**config.mk**
```make
export PLATFORM = sky130hd
export DESIGN_NAME = hss_front
export DESIGN_NICKNAME = d
export VERILOG_FILES = /design/src/rtl/hss_pkg.sv /design/src/rtl/hss_front.sv
export SDC_FILE = /design/constraint.sdc
export NUM_CORES = 1
export LEC_CHECK = 0
export BUFFER_PORTS_ARGS = -buffer_cell sky130_fd_sc_hd__buf_2
export CORE_MARGIN = 8
export CORE_UTILIZATION = 45
export CTS_CLUSTER_DIAMETER = 40
export DETAILED_ROUTE_END_ITERATION = 12
export PLACE_DENSITY = 0.72
export SYNTH_ARGS = -nofsm -noshare
export SYNTH_HDL_FRONTEND = slang
export SYNTH_SLANG_ARGS = --single-unit
```
**constraint.sdc**
```tcl
create_clock -name clk -period 23.2 [get_ports clk]
set_input_delay 4.64 -clock clk [delete_from_list [all_inputs] [get_ports clk]]
set_output_delay 4.64 -clock clk [all_outputs]
set_load 0.05 [all_outputs]
```
**src/rtl/hss_pkg.sv**
```systemverilog
// ----------------------------------------------------------------------------
// hss_pkg: shared constants and types of the heat stencil sweep
// Register indexes, field widths, fixed-point constants, classification type.
// ----------------------------------------------------------------------------
`default_nettype none

package hss_pkg;

  localparam int MAX_GRID_DEF = 1024;
  localparam int GRID_MIN     = 3;
  localparam int FRAC_BITS    = 16;
  localparam int Q_DEPTH      = 4;

  // stream widths
  localparam int VAL_W        = 32;
  localparam int POS_W        = 10;
  localparam int IN_TDATA_W   = 32;
  localparam int OUT_TDATA_W  = 56;

  // configuration port
  localparam int CFG_IDX_W    = 3;
  localparam int CFG_DATA_W   = 19;
  localparam int GSIZE_W      = 11;
  localparam int WGT_W        = 18;
  localparam int DIAG_W       = 19;

  localparam logic [CFG_IDX_W-1:0] CFG_GRID_SIZE  = 3'd0;
  localparam logic [CFG_IDX_W-1:0] CFG_WEIGHT_V   = 3'd1;
  localparam logic [CFG_IDX_W-1:0] CFG_WEIGHT_H   = 3'd2;
  localparam logic [CFG_IDX_W-1:0] CFG_DIAG_V     = 3'd3;
  localparam logic [CFG_IDX_W-1:0] CFG_DIAG_H     = 3'd4;

  localparam logic [GSIZE_W-1:0]       GSIZE_RST  = 11'd1024;
  localparam logic signed [WGT_W-1:0]  WGT_RST    = 18'sd16384;  // 0.25
  localparam logic signed [DIAG_W-1:0] DIAG_RST   = 19'sd0;

  // what the back end has to do with one item
  typedef struct packed {
    logic upd;        // row above exists: emit its updated point
    logic on_border;  // updated point lies on the grid border: pass it
    logic last_row;   // item itself is on the final row: emit it too
    logic frame_end;  // item is the final grid point
  } hss_cls_t;

  localparam int CLS_W = $bits(hss_cls_t);

endpackage

`default_nettype wire

```
**src/rtl/hss_front.sv**
```systemverilog
// ----------------------------------------------------------------------------
// hss_front: raster position tracking and item classification
// Takes grid points, tags each with its row, column and border class.
// ----------------------------------------------------------------------------
`default_nettype none

module hss_front #(
  parameter  int MAX_GRID = hss_pkg::MAX_GRID_DEF,
  localparam int PW       = $clog2(MAX_GRID)
) (
  input  logic                           clk,
  input  logic                           rst_n,
  input  logic [hss_pkg::GSIZE_W-1:0]    grid_size,
  input  logic                           in_tvalid,
  output logic                           in_tready,
  input  logic [hss_pkg::IN_TDATA_W-1:0] in_tdata,
  input  logic                           q_full,
  output logic                           push,
  output logic [hss_pkg::VAL_W-1:0]      push_sample,
  output logic [PW-1:0]                  push_row,
  output logic [PW-1:0]                  push_col,
  output hss_pkg::hss_cls_t              push_cls
);
  import hss_pkg::*;

  localparam int CW = $clog2(MAX_GRID + 1);
  localparam int NW = (CW > GSIZE_W) ? CW : GSIZE_W;

  logic [PW-1:0] row_r, col_r, row_nxt, col_nxt;
  logic [NW-1:0] n, gs, r_w, c_w;
  logic [PW-1:0] r, c;
  logic          wrap;

  assign gs = NW'(grid_size);
  always_comb begin
    if (gs < NW'(GRID_MIN)) begin
      n = NW'(GRID_MIN);
    end else if (gs > NW'(MAX_GRID)) begin
      n = NW'(MAX_GRID);
    end else begin
      n = gs;
    end
  end

  // a position beyond the grid in use restarts the sweep
  assign wrap = (NW'(row_r) >= n) || (NW'(col_r) >= n);
  assign r    = wrap ? '0 : row_r;
  assign c    = wrap ? '0 : col_r;
  assign r_w  = NW'(r);
  assign c_w  = NW'(c);

  assign in_tready   = !q_full;
  assign push        = in_tvalid && in_tready;
  assign push_sample = in_tdata[VAL_W-1:0];
  assign push_row    = r;
  assign push_col    = c;

  always_comb begin
    push_cls.upd       = (r_w != '0);
    push_cls.on_border = (r_w == NW'(1)) || (c_w == '0) || (c_w == n - NW'(1));
    push_cls.last_row  = (r_w == n - NW'(1));
    push_cls.frame_end = (r_w == n - NW'(1)) && (c_w == n - NW'(1));
  end

  always_comb begin
    row_nxt = r;
    col_nxt = c + PW'(1);
    if (c_w + NW'(1) >= n) begin
      col_nxt = '0;
      row_nxt = (r_w + NW'(1) >= n) ? '0 : r + PW'(1);
    end
  end

  always_ff @(posedge clk) begin
    if (!rst_n) begin
      row_r <= '0;
      col_r <= '0;
    end else if (push) begin
      row_r <= row_nxt;
      col_r <= col_nxt;
    end
  end

endmodule

`default_nettype wire

```
---- Word-level counts from Yosys, hierarchy flattened ----
Cells that the tools add are included.
storage, ports and cells
  bits in registers ....................... 20
  bits of input ports ..................... 47
cells by class
  add/subtract/negate cells ............... 5
  order comparisons ....................... 6
  equality and inequality tests ........... 3
  mux-type cells .......................... 7
  reduce and logical (&&, ||, !) cells .... 8
operator list
  cell                                                          count
  two-way mux 10 bit                                            5
  adder 10 x 1 -> 11 bit (second input constant)                2
  == test 10 x 11 -> 1 bit                                      2
  >= comparator 10 x 11 -> 1 bit                                2
  >= comparator 11 bit                                          2
  two-way mux 11 bit                                            2
  adder 10 x 1 -> 10 bit (second input constant)                2
  greater-than comparator 11 bit (second input constant)        1
  zero test 11 bit                                              1
  less-than comparator 11 x 2 -> 1 bit (second input constant)  1
  nonzero test 11 bit                                           1
  subtractor 11 x 1 -> 11 bit (second input constant)           1
  == test 10 x 1 -> 1 bit (second input constant)               1
  logical OR 1 bit                                              3
  logical AND 1 bit                                             2
  zero test 1 bit                                               1

---- Longest topological paths before layout ----
  depth in word-level cells ............... 10
  mapped depth ............................ 29

---- Worst setup path before layout ----
No wires, ideal clock.
  kind .................................... input port to output port
  start point ............................. input port grid_size[5] (netlist name)
  end point ............................... output port push_cls[0] (netlist name)
  data arrival time ....................... 10902 ps
  data required time ...................... 18560 ps
  path slack .............................. 7658 ps
  stages on the path ...................... 23
  path buffers ............................ 3
  cell sequence ........................... or4_1 > buf_2 > nor4_1 > nor2_1 > nor2_1 > ha_1 > nor3b_1 > o21bai_1 > a21oi_1 > o31ai_1 > o21ai_1 > clkbuf_1 > clkbuf_1 > nand2_1 > inv_1 > ha_1 > o211a_1 > o221ai_1 > or4_1 > a221oi_2 > o2111ai_1 > a2111oi_2 > and2_1
RTL lines
  item         RTL line         RTL
  from (decl)  hss_front.sv:13  input logic [hss_pkg::GSIZE_W-1:0] grid_size,
  to (decl)    hss_front.sv:22  output hss_pkg::hss_cls_t push_cls

==> results.yml <==
logic_synthesis:
  netlist_area_um2: 3360
  yosys_warnings: 0
  syn_inst: 444
  synth_top_cell_area_share: 0.179
  syn_nets: 539
  async_flop_share: 0
  yosysUniqueCellTypes: 66
  yosysTopAreaCell: "ha_1"
  ys_ff_latch: 20
  synth_edf_count: 0
  yosys_most_used_dff: "dfxtp_1"
  yosysSeqAreaShare: 0.119
  synthTopCellsByArea: "ha_1, dfxtp_1, buf_4"
  syn_avg_cell_area_um2: 7.57
floorplan:
  die-area_um2: 10500
  die_x_um: 102
  io_pins: 105
  core.rowCount: 31
  core_um2: 7250
  start_util: 0.463
  die_y_um: 102
setup_path:
  reg2reg_from: "col_r[8]"
  reg2regPathDepth: 21
  required_ns: 18.56
  r2r-end: "row_r[0]"
  worstPathArrival_ns: 9.93
  cp-startpoint: "grid_size[2]"
  endpoint_kind: "output port"
  start_kind: "input pin"
  path_max_fanout: 13
  worstSetupPathType: "input pin to output port"
  regToRegSetupSlack_ns: 17.75
  crit_end: "push_cls[0]"
hold_path:
  hold_path_class: "register to register"
layout:
  final_cells: 533
  drive_above_1_share: 0.138
  layout_common_cells: "ha_1, buf_2, nor2_1, nand2_1, dfxtp_1"
  final_common_cell: "ha_1"
  final_nets: 530
  n_antenna_cell: 0
  final_util: 0.465
  area_growth_pct: 0.335
power_and_ir_drop:
  pwr-share-seq: 0.368
  p_sw_frac: 0.365
  p_switching_mw: 0.0346
  ir_drop_mv: 0.0156
  p_comb_frac: 0.336
  power_density_nw_per_um2: 28.1
  leakagePower_nw: 1.57
  pwr-share-clk: 0.297
  p_int_mw: 0.0602
routing:
  num_vias: 3264
  postRouteAntennaNets: 0
  drc_errors: 0
  vias_per_cell: 6.12
  wire_per_inst_um: 18.3
  drtIter0Drc: 276
  first_pass_iters: 5
  wirelength_um: 9770
sta:
  skew_ns: 0.00284
  rsz0062_at_grt: "no"
  fmax_mhz: 68.7
  drv_slew: 0
  fin_crit_sh: 0.628
  worstMarginPinSlew_ns: 0.784
  report.final.setup_viol: 0
  hold_viol_final: 0
  tns_ns: 0
  slew-limit-headroom: 0.472
  period_needed_ns: 14.57
global_routing:
  antenna_found_initial: 0
  overflow: 0
  grt_max_degree: 26
  grtUsageTotal: 0.189
  grt_pass1_wl_um: 15900
  grt_pass1_vias: 3241
placement:
  dp_cells: 529
  port_buffers: 40
  hpwl_um: 7540
  gp_routability_congestion: 0.927
clocking:
  postCtsSetupBuffers: 0
  ctsHoldBuffers: 0
  clkTransAtPathRegs_ns: 0.08
  cts_tree: "done"
  cts_resized: 0
  insertion_delay_ns: 0.27
  clock_path_buffers: 2
  cts_root_buffer: "clkbuf_8"
  h-tree-depth: 1
  numCtsBuffers: 3
  clock_sinks: 20
outcome:
  status: "finished, final reports clean"
run:
  cap_violations: 0
## worst max-delay path: stages
cell and delay, ns:
buf_2 0.17, or4_1 0.61, nor4_1 0.35, o21ai_0 0.38, ha_1 0.41, o21ai_0 0.09
o21bai_1 0.14, a21oi_1 0.09, o31ai_1 0.41, o21ai_1 0.14, nand2_1 0.12, inv_1 0.08
ha_1 0.30, o211a_1 0.13, o221ai_1 0.09, or4_1 0.54, a221oi_2 0.18, o2111ai_1 0.17
a2111oi_2 0.44, and2_1 0.18, buf_2 0.26
## metal layers
metal / part of all wire / routed length, um / vias up / track usage
li1: - / - / 1560 / -
met1: 0.42 / 4150 / 1527 / 0.229
met2: 0.47 / 4550 / 145 / 0.319
met3: 0.076 / 741 / 32 / 0.0266
met4: 0.034 / 334 / 0 / 0.0903
met5: 0 / 0 / - / 0
## synthesized netlist by cell type, types with 3 or more instances
master,n
ha_1,48
nor2_1,35
nand2_1,34
buf_4,33
dfxtp_1,20
nand3_1,18
a21oi_1,17
and2_1,17
inv_1,16
clkbuf_1,15
nor2b_1,14
nor4_1,14
xor2_1,14
o21ai_0,13
a22oi_1,12
xnor2_1,11
a21o_1,7
and3_1,7
nand2b_1,6
a31oi_1,5
o21a_1,5
buf_6,4
nand4_1,4
o31ai_1,4
a211oi_1,3
a32o_1,3
nor3_1,3
o21ai_1,3
o21bai_1,3
o221ai_1,3
or2_2,3
or4_1,3
## registers in the layout (all words and copies together), names as in the netlist
register  count
row_r        10
col_r        10
## per-stage QoR
stage | cell area [um^2] | setup WS (ns) | hold slack, ns | power, mW
finish | 3370 | 8.63 | 0.604 | 0.0948
global route | 3370 | 8.24 | 0.645 | 0.100
detailed placement | 3320 | 8.69 | 0.586 | 0.0667
global placement | 3320 | 8.88 | 0.574 | 0.0662
CTS | 3370 | 8.67 | 0.598 | 0.0954
floorplan | 3360 | 7.66 | 0.497 | 0.0724
## power by group through the flow
stage          clock network [mW]  logic [mW]  registers, mW
2_1_floorplan                   0      0.0369         0.0355
3_3_place_gp                    0      0.0305         0.0357
3_5_place_dp                    0      0.0310         0.0357
4_1_cts                    0.0294      0.0312         0.0349
5_1_grt                    0.0303      0.0348         0.0349
6_report                   0.0282      0.0318         0.0349
## how the worst min path moves through the flow
| stage | startpoint | to | cells past startpoint |
|---|---|---|---|
| final | col_r[1] | col_r[1] | 2 |
| after global routing | col_r[9] | col_r[9] | 2 |
| after CTS | col_r[9] | col_r[9] | 2 |
| after detailed placement | col_r[9] | col_r[9] | 2 |
| after global placement | col_r[1] | col_r[1] | 2 |
| after floorplan | col_r[9] | col_r[9] | 2 |
## layout make-up
| cell class | count | area (um^2) |
|---|---|---|
| clock buffer | 4 | 55.1 |
| multi-input combinational | 351 | 2510 |
| sequential | 20 | 400 |
| fill | 731 | 3880 |
| inverter | 16 | 60.1 |
| tap | 99 | 124 |
| timing repair buffer | 43 | 223 |
## cell families (layout without fill, tap and decap cells)
kind of cell | count (synthesis) | after routing | synth area share
flip-flops | 20 | 20 | 0.119
multiplexers | 3 | 3 | 0.00931
XOR/XNOR | 25 | 25 | 0.0652
buffers and inverters | 73 | 63 | 0.134
AO/OA/AOI/OAI | 102 | 102 | 0.220
AND/OR/NAND/NOR | 173 | 173 | 0.273
adder cells (fa/ha/maj) | 48 | 48 | 0.179
Power figures use the tool's default switching activity.
