===== src/rtl/hss_pkg.sv =====
// ----------------------------------------------------------------------------
// hss_pkg: shared constants and types of the heat stencil sweep
// Register indexes, field widths, fixed-point constants, classification type.
// ----------------------------------------------------------------------------
`default_nettype none

package hss_pkg;

  localparam int MAX_GRID_DEF = 1024;
  localparam int GRID_MIN     = 3;
  localparam int FRAC_BITS    = 16;
  localparam int Q_DEPTH      = 4;

  // stream widths
  localparam int VAL_W        = 32;
  localparam int POS_W        = 10;
  localparam int IN_TDATA_W   = 32;
  localparam int OUT_TDATA_W  = 56;

  // configuration port
  localparam int CFG_IDX_W    = 3;
  localparam int CFG_DATA_W   = 19;
  localparam int GSIZE_W      = 11;
  localparam int WGT_W        = 18;
  localparam int DIAG_W       = 19;

  localparam logic [CFG_IDX_W-1:0] CFG_GRID_SIZE  = 3'd0;
  localparam logic [CFG_IDX_W-1:0] CFG_WEIGHT_V   = 3'd1;
  localparam logic [CFG_IDX_W-1:0] CFG_WEIGHT_H   = 3'd2;
  localparam logic [CFG_IDX_W-1:0] CFG_DIAG_V     = 3'd3;
  localparam logic [CFG_IDX_W-1:0] CFG_DIAG_H     = 3'd4;

  localparam logic [GSIZE_W-1:0]       GSIZE_RST  = 11'd1024;
  localparam logic signed [WGT_W-1:0]  WGT_RST    = 18'sd16384;  // 0.25
  localparam logic signed [DIAG_W-1:0] DIAG_RST   = 19'sd0;

  // what the back end has to do with one item
  typedef struct packed {
    logic upd;        // row above exists: emit its updated point
    logic on_border;  // updated point lies on the grid border: pass it
    logic last_row;   // item itself is on the final row: emit it too
    logic frame_end;  // item is the final grid point
  } hss_cls_t;

  localparam int CLS_W = $bits(hss_cls_t);

endpackage

`default_nettype wire


===== src/rtl/hss_queue.sv =====
// ----------------------------------------------------------------------------
// hss_queue: small FIFO between front and back end
// Register-based, one push and one pop per cycle.
// ----------------------------------------------------------------------------
`default_nettype none

module hss_queue #(
  parameter  int WIDTH = 64,
  parameter  int DEPTH = hss_pkg::Q_DEPTH,
  localparam int AW    = $clog2(DEPTH)
) (
  input  logic             clk,
  input  logic             rst_n,
  input  logic             push,
  input  logic [WIDTH-1:0] push_data,
  output logic             full,
  input  logic             pop,
  output logic             valid,
  output logic [WIDTH-1:0] head
);

  logic [WIDTH-1:0] slot_r [DEPTH];
  logic [AW-1:0]    wptr_r, rptr_r;
  logic [AW:0]      cnt_r;

  assign full  = (cnt_r == (AW+1)'(DEPTH));
  assign valid = (cnt_r != '0);
  assign head  = slot_r[rptr_r];

  always_ff @(posedge clk) begin
    if (push) begin
      slot_r[wptr_r] <= push_data;
    end
  end

  always_ff @(posedge clk) begin
    if (!rst_n) begin
      wptr_r <= '0;
      rptr_r <= '0;
      cnt_r  <= '0;
    end else begin
      if (push) begin
        wptr_r <= (wptr_r == AW'(DEPTH - 1)) ? '0 : wptr_r + AW'(1);
      end
      if (pop) begin
        rptr_r <= (rptr_r == AW'(DEPTH - 1)) ? '0 : rptr_r + AW'(1);
      end
      cnt_r <= cnt_r + (AW+1)'(push) - (AW+1)'(pop);
    end
  end

endmodule

`default_nettype wire


===== config.mk =====
export PLATFORM = sky130hd
export DESIGN_NAME = hss_queue
export DESIGN_NICKNAME = d
export VERILOG_FILES = /design/src/rtl/hss_pkg.sv /design/src/rtl/hss_queue.sv
export SDC_FILE = /design/constraint.sdc
export NUM_CORES = 1
export LEC_CHECK = 0
export CAP_MARGIN = 10
export CORE_MARGIN = 5
export CORE_UTILIZATION = 67
export DETAILED_ROUTE_END_ITERATION = 16
export DONT_BUFFER_PORTS = 1
export HOLD_SLACK_MARGIN = 0.06
export PLACE_DENSITY = 0.86
export RECOVER_POWER = 100
export SYNTH_ARGS = -nofsm -noshare
export SYNTH_HDL_FRONTEND = slang
export SYNTH_SLANG_ARGS = --single-unit

===== constraint.sdc =====
create_clock -name clk -period 5.05 [get_ports clk]
set_clock_uncertainty 0.2 [all_clocks]
set_input_delay 0.505 -clock clk [delete_from_list [all_inputs] [get_ports clk]]
set_output_delay 0.505 -clock clk [all_outputs]
set_load 0.01 [all_outputs]

Word level (Yosys, flattened, before mapping) --
Memory sizes are Yosys's and may differ from the RTL's. A register that Yosys moved wholly into a read port is not among the register bits. Cells that the tools add are included. Widths: inputs -> output; s select.
Storage, ports and cells: bits in latches 0, memory bits (read-only) 0, memory bits (writable) 256, memories kept 1, input bits 68, register bits 7, word-level logic and storage cells 18, output and inout bits 66
Memory list:
- slot_r | words 4, bits a word 64, read ports 1, clocked after Yosys merged registers in 1, wr ports 1, RTL line hss_queue.sv:22 | logic [WIDTH-1:0] slot_r [DEPTH];
Operators by class: multiplexer cells 6, $lt $le $gt $ge 0, reductions and logical operators 1, add/sub/neg operators 4, shift-type cells 0, multiply operators 0, div/mod/pow operators 0, equal/unequal tests 3, bitwise operators 0
Operators with widths (count):
- $mux 2 | 4
- $add 2x1->2 const B | 2
- $eq 2x2->1 const B | 2
- $add 3x1->3 | 1
- $eq 3x3->1 const B | 1
- $reduce_bool 3->1 | 1
- $sub 3x1->3 | 1
- $mux 1 | 2

Logic depth before layout (Yosys ltp) --
Gate-level depths: netlist (run 1).
word-level depth 4, mapped depth 7, mapped depth without buffers 7

Worst setup path before layout (run 1) --
OpenSTA, ideal clock, no wires.
path type register to register, from reg wptr_r[0], to mem slot_r[0][0] (enable), clock period less this slack 2.672 ns, setup slack 2.378 ns, required time 4.421 ns, cell stages (with the launch flop) 4, arrival 2.044 ns, setup time 0.429 ns, path buffers 0, cell sequence dfxtp_1 inv_1 ha_1 and2_1
RTL lines:
- start, declared | RTL line hss_queue.sv:23 | logic [AW-1:0] wptr_r, rptr_r;
- start signal, assigned | RTL line hss_queue.sv:43 | wptr_r <= (wptr_r == AW'(DEPTH - 1)) ? '0 : wptr_r + AW'(1);
- end, declared | RTL line hss_queue.sv:22
Straight into the memory's write port.

==> results of run 1 <==
## path summary, 6_finish.rpt
| check | from | to | slack [ns] | cells past startpoint |
|---|---|---|---|---|
| min reg2reg | rptr_r[0] | flip-flop | 0.32 | 2 |
| max reg2reg | wptr_r[0] | slot_r[0][55] | 1.41 | 3 |
| min | push | wptr_r[0] | 0.09 | 2 |
| max | flip-flop | head[62] | 1.27 | 2 |
## layout by cell type, fill, tap and decap left out, drive strengths merged, types with 2 or more instances in the layout
cell type    count
clkbuf          34
ha               7
mux2i            2
dfxtp            9
or3b             2
bufinv           2
inv              7
dlygate4sd3     67
nor2             3
edfxtp         256
mux4            64
a21oi            2
nand2b           2
and2             6
clkinv           8
## per-layer routing
metal / GRT usage, % / vias to the layer above / share of wire, %
li1: - / 1772 / -
met1: 25.97 / 2096 / 37
met2: 34.88 / 159 / 53
met3: 4.553 / 31 / 7.2
met4: 6.413 / 2 / 2.6
met5: 0 / - / 0.070
## registers in the layout, summed over array words and instances, names as in the netlist, named ones only
| register | count |
|---|---|
| slot_r | 256 |
| cnt_r | 3 |
| rptr_r | 2 |
| wptr_r | 2 |
## cell usage after synthesis
cell,n
or3_1,1
or3b_2,2
and3_1,1
edfxtp_1,256
xor3_1,1
mux4_2,60
mux2i_1,2
a21oi_1,2
buf_6,1
dfxtp_1,9
fa_1,1
and2_1,6
nor2_1,3
clkbuf_2,1
nand2b_1,2
buf_12,6
inv_1,7
ha_1,7
buf_2,6
mux4_1,4
## power groups by stage
stage / Clock, W / Sequential [W] / Combinational [W]
2_1_floorplan: 0 / 0.00258 / 0.000260
3_3_place_gp: 0 / 0.00261 / 0.000261
3_5_place_dp: 0 / 0.00262 / 0.000266
4_1_cts: 0.00180 / 0.00257 / 0.000331
5_1_grt: 0.00192 / 0.00259 / 0.000354
6_report: 0.00178 / 0.00258 / 0.000329
## cell type report
class,count,share of cell area (%)
timing repair buffer,68,6.001
sequential,265,69.66
clock buffer,34,6.012
clock inverter,11,0.9300
inverter,7,0.2325
tap,184,2.037
multi-input combinational,92,15.12
## per-stage QoR
stage                     hold slack [ns]  util (%)  total power (W)
after floorplan                    0.2758         -         0.002836
after global placement             0.2743     68.35         0.002871
after detailed placement           0.3107     68.35         0.002883
after CTS                         0.07391     78.44         0.004705
after global routing              0.07660     78.35         0.004862
final                             0.08840     78.35         0.004690
## logic make-up (layout without fill, tap and decap cells)
logic type	Yosys count	after routing	share of synthesized area [%]
adders and majority gates	8	8	1.101
muxes	66	66	15.11
DFF	265	265	80.53
xor gates and xnor gates	1	1	0.2433
buffers and inverters	21	120	1.972
and+or+nand+nor	15	15	0.9351
AOI/OAI and AO/OA	2	2	0.1025
## worst register-to-register path: cells and delay by family, from the launching register on
kind / cells / cell delay, ns
simple gates: 1 / 2.35
flops: 1 / 0.35
fa+ha+maj: 1 / 0.14
buf+inv: 1 / 0.10
## repair_timing
action / 4_1_cts / 5_1_grt
endpoints found under the setup margin: 0 / 0
endpoints found under the hold margin: 265 / 0
hold buffers: 67 / 0
buffers inserted: 0 / 0
==> flow_metrics.env, run 1 <==
export IMPL_status="complete, but fails checks"
export IMPL_violations="max-capacitance violations, max-slew violations"
export IMPL_grt_max_degree=65
export IMPL_rows=44
export IMPL_power_frac_seq_pct=54.9
export IMPL_cts_root_buf="clkbuf_16"
export IMPL_maxCapViolCount=5
export IMPL_synth_area_per_cell_um2=25.84
export IMPL_synth_fp_nets=454
export IMPL_start_util_pct=67.73
export IMPL_path_max_fanout=48
export IMPL_cts_resized=0
export IMPL_num_io_pins=134
export IMPL_layout_nets=535
export IMPL_die_height_um=130.8
export IMPL_tns_ns=0
export IMPL_fin_ws_ns=1.275
export IMPL_grt_use_total_pct=20.19
export IMPL_fin_crit_ns=3.775
export IMPL_max_freq_mhz=264.9
export IMPL_synthCells=378
export IMPL_rsz0062_at_grt="no"
export IMPL_clkPwrFrac_pct=38.0
export IMPL_avgRoutedWirePerCell_um=26.10
export IMPL_max_slew_margin_pct=-117.2
export IMPL_clock_path_buffers=3
export IMPL_synthDistinctLibCells=20
export IMPL_period_share_pct=74.76
export IMPL_synth_area_mm2=0.009769
export IMPL_htreeDepth=1
export IMPL_ant_nets=0
export IMPL_grt_first_pass_wirelength_um=25490
export IMPL_powerDensity_mw_per_mm2=415.0
export IMPL_finalMaxSlewViolations=309
export IMPL_crit_buf_inv=1
export IMPL_sw_frac_of_total_pct=20.67
export IMPL_ir_worst_vdd_mv=0.3650
export IMPL_worstSetupPathType="reg2out"
export IMPL_finalSetupViolCount=0
export IMPL_post_dp_hpwl_um=9004
export IMPL_path_delay_family="flip-flops"
export IMPL_dp_cells=549
export IMPL_cts_sinks=265
export IMPL_final_design_area_no_fill_mm2=0.01130
export IMPL_fin_cells=661
export IMPL_portBuffers=0
export IMPL_ys_seq_elements=265
export IMPL_via_per_inst=6.142
export IMPL_synthDominantCellAreaShare_pct=78.69
export IMPL_synth_area_leaders="edfxtp_1 (79%), mux4_2 (14%), dfxtp_1 (1.8%)"
export IMPL_max_stage_delay_ns=1.43
export IMPL_p_switching_w=0.0009693
export IMPL_cp_cell_sequence="buf_4 > mux4_2"
export IMPL_multi_input_area_mm2=0.001709
export IMPL_seq_area_frac_synth_pct=80.53
export IMPL_place_area_mm2=0.009858
export IMPL_hold_viol=0
export IMPL_cts_inserted_buffers=25
export IMPL_end_kind="primary output"
export IMPL_core_mm2=0.01442
export IMPL_cts_tree="built"
export IMPL_dr_pass1_iters=4
export IMPL_drive_gt1_share_pct=21.17
export IMPL_n_fill_cell=688
export IMPL_drc_errors=0
export IMPL_seqCellArea_mm2=0.007873
export IMPL_antenna_found_initial=1
export IMPL_p_leak_nw=3.611
export IMPL_min_path_type="in2reg"
export IMPL_via_count=4060
export IMPL_critPathSlowestCell="dfxtp_2"
export IMPL_antenna_cells=0
export IMPL_overflow=0
export IMPL_areaGrowthSynthToFinish_pct=15.68
export IMPL_clk_latency_ns=0.49
export IMPL_comb_power_share_pct=7.0
export IMPL_tightest_slew_ns=3.259
export IMPL_die_x_um=130.8
export IMPL_die_area_mm2=0.01710
export IMPL_yosys_warnings=0
export IMPL_drt_iter0_markers=238
export IMPL_place_ws_ns=2.225
export IMPL_gp_congestion=0.6861
export IMPL_p_int_w=0.003720
export IMPL_grt_pass1_vias=4432
export IMPL_routed_wl_um=17250
export IMPL_clk_pin_slew_ns=0.06
export IMPL_cp_required_ns=4.35
export IMPL_yosys_area_top_type="edfxtp_1"
export IMPL_arrival_ns=3.07
export IMPL_startpoint_type="flip-flop"
(Power assumes the default switching activity.)
==> run 2, diff against run 1 <==
--- a/config.mk
+++ b/config.mk
@@ -5,13 +5,14 @@
 export SDC_FILE = /design/constraint.sdc
 export NUM_CORES = 1
 export LEC_CHECK = 0
+export ABC_AREA = 1
 export CAP_MARGIN = 10
 export CORE_MARGIN = 5
-export CORE_UTILIZATION = 67
+export CORE_UTILIZATION = 63
 export DETAILED_ROUTE_END_ITERATION = 16
 export DONT_BUFFER_PORTS = 1
 export HOLD_SLACK_MARGIN = 0.06
-export PLACE_DENSITY = 0.86
+export PLACE_DENSITY = 0.82
 export RECOVER_POWER = 100
 export SYNTH_ARGS = -nofsm -noshare
 export SYNTH_HDL_FRONTEND = slang
==> constraint.sdc (replaced) <==
create_clock -name clk -period 3.5 [get_ports clk]
set_clock_uncertainty 0.2 [all_clocks]
set_input_delay 0.35 -clock clk [delete_from_list [all_inputs] [get_ports clk]]
set_output_delay 0.35 -clock clk [all_outputs]
set_load 0.01 [all_outputs]
==> run 2 against run 1 <==
Effect of this change:
- the flow still finishes with violations (max-capacitance violations, max-slew violations)
- critical path depth grew 3
- core utilization shrank 4.6 points
- final area increased by 7.0%
- total power grew 48%
- sequential share of layout area fell by 4.5 points
- combinational power up 85%
- synthesized cell count is 110% higher
- area after synthesis increased by 6.9%
- setup slack got worse by 0.66 ns
- register-to-register slack lost 0.80 ns
- critical path type is now reg2reg
- largest power group unchanged
==> flow_metrics.env, run 2 <==
export IMPL_drive_gt1_share_pct=4.989
export IMPL_cts_resized=0
export IMPL_cts_root_buf="clkbuf_16"
export IMPL_avgRoutedWirePerCell_um=18.32
export IMPL_via_per_inst=5.572
export IMPL_powerDensity_mw_per_mm2=574.0
export IMPL_finalMaxSlewViolations=99
export IMPL_yosys_warnings=0
export IMPL_ys_seq_elements=265
export IMPL_worstSetupPathType="reg2reg"
export IMPL_largest_reg_flops=256
export IMPL_yosys_area_top_type="edfxtp_1"
export IMPL_arrival_ns=2.83
export IMPL_core_mm2=0.01641
export IMPL_via_count=6146
export IMPL_fin_ws_ns=0.6147
export IMPL_synth_area_per_cell_um2=12.97
export IMPL_grt_pass1_vias=6285
export IMPL_whs_path_depth=5
export IMPL_drt_iter0_markers=497
export IMPL_cts_inserted_buffers=26
export IMPL_ant_nets=0
export IMPL_rows=47
export IMPL_max_freq_mhz=346.6
export IMPL_post_dp_hpwl_um=11680
export IMPL_cts_tree="built"
export IMPL_synth_fp_nets=881
export IMPL_ys_flop_type="edfxtp_1"
export IMPL_status="complete, but fails checks"
export IMPL_finalSetupViolCount=0
export IMPL_min_path_type="in2reg"
export IMPL_antenna_found_initial=1
export IMPL_ir_worst_vdd_mv=0.3597
export IMPL_largest_registers="slot_r (256), cnt_r (3)"
export IMPL_synth_area_leaders="edfxtp_1 (74%), inv_1 (5.1%), nand2_1 (5.0%)"
export IMPL_layout_nets=943
export IMPL_fin_crit_ns=2.885
export IMPL_place_ws_ns=1.271
export IMPL_routed_wl_um=20210
export IMPL_gp_congestion=0.7640
export IMPL_violations="max-capacitance violations, max-slew violations"
export IMPL_synthDominantCellAreaShare_pct=73.61
export IMPL_rsz0062_at_grt="no"
export IMPL_synth_area_mm2=0.01044
export IMPL_drc_errors=0
export IMPL_clk_latency_ns=0.51
export IMPL_layout_commonest_cell="edfxtp_1"
export IMPL_period_share_pct=82.44
export IMPL_clk_pin_slew_ns=0.06
export IMPL_synth_edf_count=256
export IMPL_end_kind="flip-flop"
export IMPL_dr_pass1_iters=7
export IMPL_cts_sinks=265
export IMPL_tightest_slew_ns=1.874
export IMPL_synthDistinctLibCells=19
export IMPL_grt_max_degree=113
export IMPL_synth_most_common_cell="edfxtp_1"
export IMPL_overflow=0
export IMPL_clock_path_buffers=3
export IMPL_async_flop_share_pct=0
export IMPL_mostFrequentLayoutCells="edfxtp_1 (256), inv_1 (142), nand2_1 (139)"
export IMPL_r2r_cells=5
export IMPL_seq_area_frac_synth_pct=75.33
export IMPL_regMostFlops="slot_r"
export IMPL_cp_required_ns=3.44
export IMPL_synthCells=805
export IMPL_grt_use_total_pct=20.71
export IMPL_synthTopCellsByCount="edfxtp_1 (256), inv_1 (143), nand2_1 (139)"
export IMPL_startpoint_type="flip-flop"
export IMPL_p_leak_nw=4.542
export IMPL_max_slew_margin_pct=-24.90
export IMPL_areaGrowthSynthToFinish_pct=15.80
export IMPL_start_util_pct=63.65
export IMPL_path_max_fanout=33
export IMPL_grt_first_pass_wirelength_um=32040
export IMPL_die_area_mm2=0.01925
export IMPL_tns_ns=0
export IMPL_die_x_um=138.8
export IMPL_die_height_um=138.8
export IMPL_portBuffers=0
export IMPL_maxCapViolCount=2
export IMPL_hold_viol=0
export IMPL_num_io_pins=134
export IMPL_htreeDepth=1
## run 2: cell count changes in the layout (fill, tap and decap cells not counted), moves of 10 or more
cell,previous run,this run
o211ai_1,0,64
a21oi_1,2,67
o21ai_1,0,10
nand2_1,0,139
inv_1,7,142
o21ai_0,0,55
mux4_2,60,0
## run 2: repair_timing
item / in CTS / in global routing
buffers inserted: 0 / 0
endpoints found under the hold margin: 265 / 0
endpoints found under the setup margin: 0 / 0
hold buffers: 67 / 0
## run 2: path summary, 6_finish.rpt
check	endpoint	from	slack (ns)
hold / removal	cnt_r[0]	pop	0.12
hold reg to reg	flip-flop	rptr_r[0]	0.30
setup / recovery	slot_r[2][44]	wptr_r[0]	0.61
setup reg to reg	slot_r[2][44]	wptr_r[0]	0.61
## run 2: layout make-up
type	instances	area, um^2
antenna	1	2.502
clock buffer	35	705.7
clock inverter	8	90.09
fill	955	4313
inverter	143	536.8
multi-input combinational	354	1821
sequential	265	7875
tap	220	275.3
timing repair buffer	77	788.3
## run 2: logic make-up (layout without fill, tap and decap cells)
logic type | after synthesis | count (layout) | share of synthesized area (%)
flops | 265 | 265 | 75.33
compound gates | 196 | 196 | 10.93
buf+inv | 186 | 263 | 7.236
simple gates | 149 | 149 | 5.391
fa+ha+maj | 8 | 8 | 1.030
xor+xnor | 1 | 1 | 0.08388
other cells | 0 | 1 | 0
## run 2: power breakdown
group / total (W) / switching, W / internal, W
Combinational: 0.000609 / 0.000424 / 0.000185
Sequential: 0.00372 / 0.0000742 / 0.00365
Clock: 0.00261 / 0.00106 / 0.00155
Total: 0.00694 / 0.00156 / 0.00538
## run 2: critical path, cell delays in order, from the launching register on
cell and delay [ns]:
dfxtp_1 0.36, inv_1 0.10, ha_1 0.17, nand2_1 0.07, inv_1 0.99, clkbuf_2 0.61
## run 2: stage by stage
stage	utilization, %	hold slack [ns]	area, um^2	total power, W	cells
floorplan	-	0.2435	10440	0.004173	805
global placement	64.81	0.2491	10630	0.004267	992
global route	73.71	0.1512	12090	0.007210	1103
detailed placement	64.81	0.2490	10630	0.004306	992
CTS	73.74	0.1096	12100	0.006966	1102
finish	73.71	0.1180	12090	0.006942	1103
## run 2: metal layers
layer | GRT usage [%] | routed length, um
met1 | 24.35 | 7565
met3 | 5.345 | 1408
met5 | 0 | 0
met2 | 37.18 | 10670
met4 | 7.158 | 565
==> run 3, diff against run 2 <==
==> constraint.sdc (replaced) <==
create_clock -name clk -period 2.9 [get_ports clk]
set_clock_uncertainty 0.2 [all_clocks]
set_input_delay 0.29 -clock clk [delete_from_list [all_inputs] [get_ports clk]]
set_output_delay 0.29 -clock clk [all_outputs]
set_load 0.01 [all_outputs]
==> run 3 against run 2 <==
Effect of this change:
- the flow now finishes without violations
- global-route usage shrank 0.25 points
- clock power grew 17%
- first-iteration DRC count shrank 14%
- core utilization is essentially flat
==> flow_metrics.env, run 3 (same netlist as run 2, synthesis figures left out) <==
export IMPL_end_kind="primary output"
export IMPL_max_stage_delay_ns=0.50
export IMPL_via_count=6052
export IMPL_cts_tree="built"
export IMPL_finalSetupViolCount=0
export IMPL_cts_resized=0
export IMPL_drt_iter0_markers=429
export IMPL_critPathSlowestCell="buf_12"
export IMPL_startpoint_type="flip-flop"
export IMPL_grt_max_degree=201
export IMPL_die_height_um=138.8
export IMPL_crit_buf_inv=1
export IMPL_layout_nets=946
export IMPL_largest_reg_flops=256
export IMPL_portBuffers=0
export IMPL_cts_root_buf="clkbuf_16"
export IMPL_r2r_slack_ns=0.45
export IMPL_clock_path_buffers=3
export IMPL_cts_inserted_buffers=25
export IMPL_die_area_mm2=0.01925
export IMPL_cts_setup_buffers=0
export IMPL_cts_sinks=265
export IMPL_finalMaxSlewViolations=0
export IMPL_whs_path_depth=5
export IMPL_via_per_inst=5.452
export IMPL_p_leak_nw=4.543
export IMPL_ant_nets=0
export IMPL_areaGrowthSynthToFinish_pct=15.78
export IMPL_cp_cell_sequence="buf_12 > a21oi_1 > o21ai_0 > nand2_1"
export IMPL_arrival_ns=2.00
export IMPL_max_freq_mhz=401.6
export IMPL_status="finished, final reports clean"
export IMPL_cp_required_ns=2.41
export IMPL_period_share_pct=85.87
export IMPL_worstSetupPathType="reg2out"
export IMPL_tightest_slew_ns=1.176
export IMPL_path_delay_family="buffers and inverters"
export IMPL_grt_first_pass_wirelength_um=31470
export IMPL_gp_congestion=0.7702
export IMPL_grt_use_total_pct=20.45
export IMPL_r2r_end="slot_r[0][39]"
export IMPL_path_max_fanout=200
export IMPL_layout_commonest_cell="edfxtp_1"
export IMPL_num_io_pins=134
export IMPL_hold_viol=0
export IMPL_tns_ns=0
export IMPL_overflow=0
export IMPL_fin_crit_ns=2.490
export IMPL_clk_latency_ns=0.51
export IMPL_mostFrequentLayoutCells="edfxtp_1 (256), inv_1 (142), nand2_1 (139)"
export IMPL_post_dp_hpwl_um=11550
export IMPL_drive_gt1_share_pct=5.299
export IMPL_dr_pass1_iters=4
export IMPL_r2r_cells=5
export IMPL_regMostFlops="slot_r"
export IMPL_largest_registers="slot_r (256), cnt_r (3)"
export IMPL_r2r_start="wptr_r[0]"
export IMPL_start_util_pct=63.65
export IMPL_worstHoldEndpoint="cnt_r[2]"
export IMPL_n_fill_cell=998
export IMPL_antenna_found_initial=3
export IMPL_rsz0062_at_grt="no"
export IMPL_drc_errors=0
export IMPL_whs_ns=0.2243
export IMPL_ir_worst_vdd_mv=0.7388
export IMPL_grt_pass1_vias=6230
export IMPL_rows=47
export IMPL_clk_pin_slew_ns=0.06
export IMPL_htreeDepth=1
export IMPL_routed_wl_um=20040
export IMPL_avgRoutedWirePerCell_um=18.06
export IMPL_maxCapViolCount=0
export IMPL_min_path_type="in2reg"
export IMPL_die_x_um=138.8
export IMPL_powerDensity_mw_per_mm2=685.7
export IMPL_postCtsHoldBufs=69
export IMPL_core_mm2=0.01641
export IMPL_min_delay_start="pop"
export IMPL_max_slew_margin_pct=21.58
==> run 3: changes by cell type in the layout (fill, tap and decap cells not counted), moves of 2 or more <==
cell	delta
clkbuf_1	-3
clkbuf_16	-2
clkbuf_2	+3
clkinv_1	+2
clkinv_2	+3
diode_2	+2
dlygate4sd3_1	+2
o21ai_0	+4
o21ai_1	-4
==> run 3: routing by layer <==
layer | share of wire [%] | GRT usage, %
met5 | 0 | 0
met1 | 38 | 23.96
met3 | 6.3 | 4.862
met2 | 52 | 37.23
met4 | 2.9 | 6.849
==> run 3: cell type report <==
cell class	instances	area (um^2)	share of cell area (%)
Sequential cell	265	7871	65.10
Clock buffer	30	644.4	5.329
Timing Repair Buffer	81	815.8	6.747
Tap cell	220	275.3	2.276
Multi-Input combinational cell	354	1821	15.06
Clock inverter	14	120.1	0.9934
Antenna cell	3	7.507	0.06209
Inverter	143	536.8	4.439
==> run 3: worst max path at each step <==
stage                   start             to  slack (ns)  cells past startpoint
floorplan           wptr_r[0]   slot_r[2][0]        0.45                      4
finish              flip-flop       head[55]        0.41                      4
CTS                 flip-flop       head[11]        0.46                      4
detailed placement  wptr_r[0]  slot_r[3][13]        0.93                      4
global route        wptr_r[0]   slot_r[3][3]        0.28                      4
global placement    wptr_r[0]  slot_r[3][16]        0.99                      4
==> run 3: per-stage QoR <==
stage | worst slack [ns] | util, % | cells | area, um^2 | total power (W)
2_1_floorplan | 0.4502 | - | 805 | 10440 | 0.005036
3_3_place_gp | 0.9875 | 64.90 | 994 | 10650 | 0.005151
3_5_place_dp | 0.9325 | 64.90 | 994 | 10650 | 0.005197
4_1_cts | 0.4611 | 73.77 | 1107 | 12100 | 0.008344
5_1_grt | 0.2773 | 73.70 | 1110 | 12090 | 0.008609
6_report | 0.4098 | 73.70 | 1110 | 12090 | 0.008291
==> run 3: report_power, final <==
part | internal [W] | leakage, nW | switching (W)
combinational | 0.000233 | 1.74 | 0.000549
sequential | 0.00440 | 2.43 | 0.0000510
clock | 0.00176 | 0.374 | 0.00130
total | 0.00639 | 4.54 | 0.00190
==> run 3: worst register-to-register path, stage by stage (launching register included) <==
cell and delay (ns):
dfxtp_1 0.35, inv_1 0.11, ha_1 0.15, nand2_1 0.05, inv_1 0.74, clkbuf_2 0.50
